==> src/design/qdd_pkg.sv <==
// Shared types, codes and the transition table for the quadrature detent decoder.
`timescale 1ns / 1ps

package qdd_pkg;

	// Field and state widths
	localparam int unsigned SamplesW = 4;
	localparam int unsigned LimitW   = 6;
	localparam int unsigned DetentW  = 4;
	localparam int unsigned PosW     = 7;
	localparam int unsigned CfgIdxW  = 2;
	localparam int unsigned CfgDataW = 6;

	// Item operation codes
	typedef enum logic {
		OP_SAMPLE = 1'b0,
		OP_POLL   = 1'b1
	} op_t;

	// Reported detent direction
	typedef enum logic [1:0] {
		DIR_NONE = 2'd0,
		DIR_CW   = 2'd1,
		DIR_CCW  = 2'd2
	} dir_t;

	// Register indexes
	localparam logic [CfgIdxW-1:0] REG_SAMPLES_REQUIRED  = 2'd0;
	localparam logic [CfgIdxW-1:0] REG_COUNT_LIMIT       = 2'd1;
	localparam logic [CfgIdxW-1:0] REG_COUNTS_PER_DETENT = 2'd2;

	// Register reset values
	localparam logic [SamplesW-1:0] SAMPLES_RESET = 4'd2;
	localparam logic [LimitW-1:0]   LIMIT_RESET   = 6'd20;
	localparam logic [DetentW-1:0]  DETENT_RESET  = 4'd4;

	typedef struct packed {
		logic [SamplesW-1:0] samples_required;
		logic [LimitW-1:0]   count_limit;
		logic [DetentW-1:0]  counts_per_detent;
	} cfg_t;

	typedef struct packed {
		logic [1:0]             accepted_state;
		logic [SamplesW-1:0]    mismatch_count;
		logic signed [PosW-1:0] position_count;
	} state_t;

	// Quarter-step direction for a move from state prev to state cur ({A,B})
	function automatic logic signed [1:0] step_dir(input logic [1:0] prev, input logic [1:0] cur);
		logic signed [1:0] d;
		d = 2'sd0;
		unique case ({prev, cur})
			4'b00_01, 4'b01_11, 4'b10_00, 4'b11_10: d = -2'sd1;
			4'b00_10, 4'b01_00, 4'b10_11, 4'b11_01: d = 2'sd1;
			default:                                d = 2'sd0;
		endcase
		return d;
	endfunction

endpackage

==> src/design/qdd_cfg_regs.sv <==
// Configuration register bank for the quadrature detent decoder.
`timescale 1ns / 1ps

module qdd_cfg_regs (
	input  logic                         clk,
	input  logic                         arst_n,
	input  logic                         cfg_we,
	input  logic [qdd_pkg::CfgIdxW-1:0]  cfg_index,
	input  logic [qdd_pkg::CfgDataW-1:0] cfg_data,
	output qdd_pkg::cfg_t                cfg
);
	import qdd_pkg::*;

	cfg_t cfg_q;

	// Register writes; unknown indexes are dropped
	always_ff @(posedge clk or negedge arst_n) begin
		if (!arst_n) begin
			cfg_q.samples_required  <= SAMPLES_RESET;
			cfg_q.count_limit       <= LIMIT_RESET;
			cfg_q.counts_per_detent <= DETENT_RESET;
		end else if (cfg_we) begin
			unique case (cfg_index)
				REG_SAMPLES_REQUIRED:  cfg_q.samples_required  <= cfg_data[SamplesW-1:0];
				REG_COUNT_LIMIT:       cfg_q.count_limit       <= cfg_data[LimitW-1:0];
				REG_COUNTS_PER_DETENT: cfg_q.counts_per_detent <= cfg_data[DetentW-1:0];
				default: ;
			endcase
		end
	end

	assign cfg = cfg_q;

endmodule

==> src/design/qdd_step.sv <==
// Next-state and result logic for one sample or poll item.
`timescale 1ns / 1ps

module qdd_step (
	input  qdd_pkg::op_t   op,
	input  logic [1:0]     chan,
	input  qdd_pkg::cfg_t  cfg,
	input  qdd_pkg::state_t cur_state,
	output qdd_pkg::state_t nxt_state,
	output qdd_pkg::dir_t  dir
);
	import qdd_pkg::*;

	logic [SamplesW-1:0]     need;
	logic [SamplesW-1:0]     mism_inc;
	logic signed [PosW:0]    pos_w;
	logic signed [PosW:0]    moved;
	logic signed [PosW:0]    lim_w;
	logic signed [PosW:0]    det_w;
	logic signed [PosW-1:0]  clamped;

	// Operands widened by one bit so adds and negations cannot overflow
	assign need     = (cfg.samples_required == '0) ? SamplesW'(1) : cfg.samples_required;
	assign mism_inc = cur_state.mismatch_count + SamplesW'(1);
	assign pos_w    = {cur_state.position_count[PosW-1], cur_state.position_count};
	assign moved    = pos_w + (PosW+1)'(step_dir(cur_state.accepted_state, chan));
	assign lim_w    = $signed({{(PosW+1-LimitW){1'b0}}, cfg.count_limit});
	assign det_w    = (cfg.counts_per_detent == '0) ? (PosW+1)'(1)
	                : $signed({{(PosW+1-DetentW){1'b0}}, cfg.counts_per_detent});

	// Saturate the moved position at plus or minus the limit
	always_comb begin
		priority if (moved > lim_w) begin
			clamped = lim_w[PosW-1:0];
		end else if (moved < -lim_w) begin
			clamped = PosW'(-lim_w);
		end else begin
			clamped = moved[PosW-1:0];
		end
	end

	// Debounce on samples, detent take-off on polls
	always_comb begin
		nxt_state = cur_state;
		dir       = DIR_NONE;
		unique case (op)
			OP_SAMPLE: begin
				if (chan == cur_state.accepted_state) begin
					nxt_state.mismatch_count = '0;
				end else if (mism_inc >= need) begin
					nxt_state.mismatch_count = '0;
					nxt_state.position_count = clamped;
					nxt_state.accepted_state = chan;
				end else begin
					nxt_state.mismatch_count = mism_inc;
				end
			end
			OP_POLL: begin
				priority if (pos_w >= det_w) begin
					dir                      = DIR_CW;
					nxt_state.position_count = PosW'(pos_w - det_w);
				end else if (pos_w <= -det_w) begin
					dir                      = DIR_CCW;
					nxt_state.position_count = PosW'(pos_w + det_w);
				end else begin
					dir                      = DIR_NONE;
				end
			end
			default: ;
		endcase
	end

endmodule

==> src/design/quadrature_decoder_detent_core.sv <==
// Top level: input register, state update and result register.
// Path from input transfer to earliest result transfer: input register, then result register.
// Throughput: one item per cycle unless the output stalls; the qdd_step update is combinational.
// Back-pressure on the output stalls the input only when both registers are full.
// Reset (arst_n low, asynchronous): channel state 00, counts zero, registers to 2 / 20 / 4.
`timescale 1ns / 1ps

module quadrature_decoder_detent_core (
	input  logic                         clk,
	input  logic                         arst_n,
	input  logic                         in_valid,
	output logic                         in_ready,
	input  logic                         operation,
	input  logic                         channel_a,
	input  logic                         channel_b,
	output logic                         out_valid,
	input  logic                         out_ready,
	output logic [1:0]                   detent_direction,
	input  logic                         cfg_we,
	input  logic [qdd_pkg::CfgIdxW-1:0]  cfg_index,
	input  logic [qdd_pkg::CfgDataW-1:0] cfg_data
);
	import qdd_pkg::*;

	cfg_t   cfg;
	state_t state_q;
	state_t nxt_state;
	dir_t   dir;

	logic       valid_s1;
	op_t        op_s1;
	logic [1:0] chan_s1;
	logic       valid_s2;
	dir_t       dir_s2;
	logic       advance;

	qdd_cfg_regs u_cfg (
		.clk       (clk),
		.arst_n    (arst_n),
		.cfg_we    (cfg_we),
		.cfg_index (cfg_index),
		.cfg_data  (cfg_data),
		.cfg       (cfg)
	);

	qdd_step u_step (
		.op        (op_s1),
		.chan      (chan_s1),
		.cfg       (cfg),
		.cur_state (state_q),
		.nxt_state (nxt_state),
		.dir       (dir)
	);

	// Stage 1 moves on when the result register is free or being drained
	assign advance  = !valid_s2 || out_ready;
	assign in_ready = !valid_s1 || advance;

	// Input register
	always_ff @(posedge clk or negedge arst_n) begin
		if (!arst_n) begin
			valid_s1 <= 1'b0;
		end else if (in_ready) begin
			valid_s1 <= in_valid;
		end
	end

	always_ff @(posedge clk) begin
		if (in_ready && in_valid) begin
			op_s1   <= op_t'(operation);
			chan_s1 <= {channel_a, channel_b};
		end
	end

	// Decoder state, updated as an item leaves stage 1
	always_ff @(posedge clk or negedge arst_n) begin
		if (!arst_n) begin
			state_q <= '0;
		end else if (valid_s1 && advance) begin
			state_q <= nxt_state;
		end
	end

	// Result register
	always_ff @(posedge clk or negedge arst_n) begin
		if (!arst_n) begin
			valid_s2 <= 1'b0;
		end else if (advance) begin
			valid_s2 <= valid_s1;
		end
	end

	always_ff @(posedge clk) begin
		if (valid_s1 && advance) begin
			dir_s2 <= dir;
		end
	end

	assign out_valid        = valid_s2;
	assign detent_direction = dir_s2;

	// A sample never reports a detent
	a_sample_no_dir: assert property (@(posedge clk) disable iff (!arst_n)
		(valid_s1 && advance && op_s1 == OP_SAMPLE) |=> (detent_direction == DIR_NONE))
		else $error("sample produced a detent direction");

	// Position never reaches the one code outside plus or minus 63
	a_pos_range: assert property (@(posedge clk) disable iff (!arst_n)
		state_q.position_count != -PosW'(64))
		else $error("position count out of range");

	// Mismatch count is cleared on reaching its target, so it never holds all ones
	a_mism_range: assert property (@(posedge clk) disable iff (!arst_n)
		state_q.mismatch_count != '1)
		else $error("mismatch count overran");

	// State changes only when an item leaves stage 1
	a_state_hold: assert property (@(posedge clk) disable iff (!arst_n)
		!(valid_s1 && advance) |=> $stable(state_q))
		else $error("decoder state changed without an item");

	// A held result keeps the input register from overwriting it
	a_hold_result: assert property (@(posedge clk) disable iff (!arst_n)
		(valid_s2 && !out_ready) |=> (valid_s2 && $stable(dir_s2)))
		else $error("pending result lost");

endmodule

==> config.mk <==
export PLATFORM = sky130hd
export DESIGN_NAME = quadrature_decoder_detent_core
export DESIGN_NICKNAME = d
export VERILOG_FILES = /design/src/design/qdd_pkg.sv /design/src/design/qdd_cfg_regs.sv /design/src/design/qdd_step.sv /design/src/design/quadrature_decoder_detent_core.sv
export SDC_FILE = /design/constraint.sdc
export NUM_CORES = 1
export LEC_CHECK = 0
export BUFFER_PORTS_ARGS = -buffer_cell sky130_fd_sc_hd__buf_4
export CAP_MARGIN = 20
export CORE_MARGIN = 1
export CORE_UTILIZATION = 34
export CTS_CLUSTER_SIZE = 24
export DETAILED_ROUTE_END_ITERATION = 6
export SYNTH_ARGS = -nofsm -noshare
export SYNTH_HDL_FRONTEND = slang
export SYNTH_HIERARCHICAL = 1
export SYNTH_SLANG_ARGS = --single-unit
==> constraint.sdc <==
create_clock -name clk -period 5.1 [get_ports clk]
set_clock_uncertainty 0.1 [all_clocks]
set_input_delay 0 -clock clk [delete_from_list [all_inputs] [get_ports clk]]
set_output_delay 0 -clock clk [all_outputs]
set_load 0.01 [all_outputs]
==> flow_summary.json <==
{
  "status": "completed",
  "worstPathRequired_ns": 5.17,
  "maxCapViolCount": 0,
  "die_w_um": 102.5,
  "synth_edf_count": 5,
  "drive_gt1_frac": 0.2199,
  "synthesis.area_um2": 3431,
  "synth_cells": 357,
  "wl_mm": 7.515,
  "holdPathEnd": "u_cfg/cfg[12]",
  "coreArea_um2": 9774,
  "arrival_ns": 4.86,
  "start_kind": "flop",
  "path_cells": "inv_1 -> ha_1 -> xnor2_1 -> xnor2_1 -> ha_2 -> inv_1 -> fa_1 -> nor2b_2 -> o21ai_0 -> a21oi_2 -> ha_1 -> or2_2 -> a21oi_1 -> a21oi_1 -> maj3_2 -> o211ai_1 -> o21ai_1 -> a22o_1 -> a221o_1 -> mux2_4",
  "grt-ovfl-total": 0,
  "dr.pass1.iters": 4,
  "dr_total_vias": 2756,
  "power_uw": 2786,
  "drtAntennaViolNets": 0,
  "report.final.slew_viol_count": 0,
  "worstSetupPathType": "reg -> reg",
  "clk_pin_slew_ns": 0.07,
  "diodes": 0,
  "clk_latency_ns": 0.29,
  "fin_crit_sh": 0.9386,
  "synth_cell_types": 70,
  "fmaxAchievable_ghz": 0.2089,
  "hp-class": "in -> reg",
  "h-tree-depth": 2,
  "rr_worst_depth": 20,
  "post-route-util": 0.4027,
  "setup_viol_count_final": 0,
  "die_y_um": 102.5,
  "root_buffer": "clkbuf_8",
  "portBuffers": 19,
  "start_util": 0.3510,
  "grt_setup_unrepaired": "no",
  "slew-limit-headroom": 0.4050,
  "avgSynthCellArea_um2": 9.610,
  "drc": 0,
  "core.rowCount": 36,
  "cp.depth": 20,
  "grt_pass1_vias": 2686,
  "clock_path_buffers": 2,
  "area_delta_synth_final_pct": 14.73,
  "r2r_slack_ns": 0.31,
  "critPathBufInv": 2,
  "yosys_warnings": 6,
  "ys_async_sr_fraction": 0.8529,
  "synth_seq_cells": 34,
  "grt_pass1_wl_mm": 12.56,
  "wl_per_cell_um": 14.34,
  "worst_pin_slew_ns": 0.8924,
  "final_hold_viol_count": 0,
  "nets": 456,
  "fin_tns_setup_ns": 0,
  "total_leakage_power_uw": 0.001847,
  "syn-num-nets": 423,
  "seq_area_frac_synth": 0.2567,
  "critPathCaptureType": "flop",
  "ir_worst_vdd_mv": 0.2932,
  "synth-main-ff-cell": "dfrtp_1",
  "grt_usage": 0.1539,
  "regToRegStartpoint": "chan_s1[0]",
  "max_stage_delay_ns": 0.44,
  "grt_max_degree": 30,
  "path_max_fanout": 5,
  "crit_family": "adder cells",
  "numCtsBuffers": 5,
  "min-delay-start": "cfg_index[1]",
  "finalCriticalPeriod_ns": 4.787,
  "numClockSinks": 34,
  "io_pins": 20,
  "cpMaxStageDelayCell": "edfxtp_1",
  "cts_tree": "done",
  "hpwl_mm": 5.751,
  "die_area_um2": 10500,
  "hold_depth": 3,
  "viasPerCell": 5.260,
  "drt_iter0_drc": 72,
  "powerDensity_nw_per_um2": 707.9,
  "antenna_found_initial": 0,
  "r2r_end": "state_q[3]",
  "place_congestion": 0.9484
}
[placed cells by master, fill, tap and decap left out, types with 4 or more instances in the layout]
cell / Yosys / final
or3_1: 5 / 5
xnor2_1: 9 / 9
nor2_1: 16 / 16
nand2b_1: 7 / 7
o21ai_0: 13 / 12
nor3_1: 12 / 12
inv_1: 36 / 36
mux2_4: 9 / 9
a31oi_1: 5 / 5
a21oi_1: 21 / 20
dfrtp_1: 25 / 25
mux2_2: 23 / 23
ha_1: 47 / 46
buf_4: 0 / 23
xor2_1: 6 / 6
and2_1: 5 / 5
clkbuf_8: 0 / 6
dfstp_2: 4 / 4
edfxtp_1: 5 / 5
nand2_1: 14 / 14
a21o_1: 6 / 6
nand3_1: 7 / 7
a22o_1: 4 / 4
dlygate4sd3_1: 0 / 12
[Yosys cell counts, drive strengths merged, types with 4 or more instances]
cell     n  area share
or3      5      0.0091
o21ai   14       0.022
mux2    32        0.11
inv     36       0.039
o211ai   4       0.010
nor2    16       0.018
a21oi   21       0.031
dfstp    4       0.031
nor3    12       0.018
nand2b   8       0.017
a21o     6       0.013
nand3    7       0.010
and2     5      0.0091
a22o     4       0.010
xor2     6       0.015
clkbuf   6      0.0066
o21a     4      0.0088
nand3b   4       0.012
xnor2    9       0.023
edfxtp   5       0.044
a31oi    5      0.0091
dfrtp   25        0.18
ha      47        0.17
nor2b    4      0.0073
nand2   15       0.019
[cells by family (layout without fill, tap and decap cells)]
kind of cell | after synthesis | in the layout | share of synthesized area
other cells | 1 | 1 | 0.001093
flops | 34 | 34 | 0.2567
compound gates | 84 | 84 | 0.1721
xor+xnor | 15 | 15 | 0.03829
mux | 36 | 36 | 0.1302
simple gates | 91 | 91 | 0.1528
fa+ha+maj | 51 | 51 | 0.1922
buf+inv | 45 | 79 | 0.05653
[worst register-to-register path, cell delays in order, from the launching register on]
cell	delay, ns
edfxtp_1	0.44
inv_1	0.09
ha_1	0.31
xnor2_1	0.18
xnor2_1	0.16
ha_2	0.22
inv_1	0.05
fa_1	0.41
nor2b_2	0.18
o21ai_0	0.12
a21oi_2	0.19
ha_1	0.24
or2_2	0.27
a21oi_1	0.14
a21oi_1	0.07
maj3_2	0.33
o211ai_1	0.24
o21ai_1	0.11
a22o_1	0.19
a221o_1	0.34
mux2_4	0.26
[routing by layer]
metal  wire (um)  global-route usage
met2        3582              0.2544
met5           0                   0
met3         168             0.02120
met4         104             0.05714
met1        3660              0.2036
[worst max path at each step]
stage                    start         end  slack [ns]
floorplan           chan_s1[0]  state_q[5]        0.69
global placement    chan_s1[0]  state_q[4]        0.20
detailed placement  chan_s1[0]  state_q[3]        0.11
CTS                 chan_s1[0]  state_q[3]        0.07
global route        chan_s1[0]  state_q[3]        0.03
finish              chan_s1[0]  state_q[3]        0.31
[layout make-up]
class / count / area (um^2)
well taps: 133 / 166.4
clock buffers: 6 / 82.58
repair buffers: 35 / 292.8
inverters: 36 / 135.1
clock inverters: 2 / 12.51
fillers: 960 / 5838
multi-input cells: 278 / 2366
flip-flops and latches: 34 / 880.8
[power breakdown]
group | internal [uW] | switching, uW
logic | 975 | 1110
registers | 357 | 133
clock network | 108 | 101
total | 1440 | 1350
[sequential cells by signal, summed over array words and instances (netlist names)]
name and count:
u_cfg/cfg 14, state_q 13, chan_s1 2, detent_direction 2
op_s1 1, out_valid 1, valid_s1 1
[repair_timing]
| action | in CTS | in global routing |
|---|---|---|
| hold buffers | 12 | 0 |
| buffers inserted | 0 | 3 |
| gates resized for setup | 0 | 5 |
| setup endpoints to repair | 0 | 6 |
| endpoints found under the hold margin | 47 | 0 |
[through the flow]
stage / std cells / setup slack [ns] / hold slack (ns) / cell area, um^2
floorplan: 357 / 0.6891 / -0.3956 / 3431
finish: 524 / 0.3132 / 0.008714 / 3936
global placement: 501 / 0.2039 / -0.1494 / 3689
global route: 524 / 0.02752 / 0.01705 / 3936
CTS: 521 / 0.07426 / 0.009642 / 3904
detailed placement: 501 / 0.1133 / -0.1521 / 3689
Note: power is estimated with default switching activity, not from simulation.
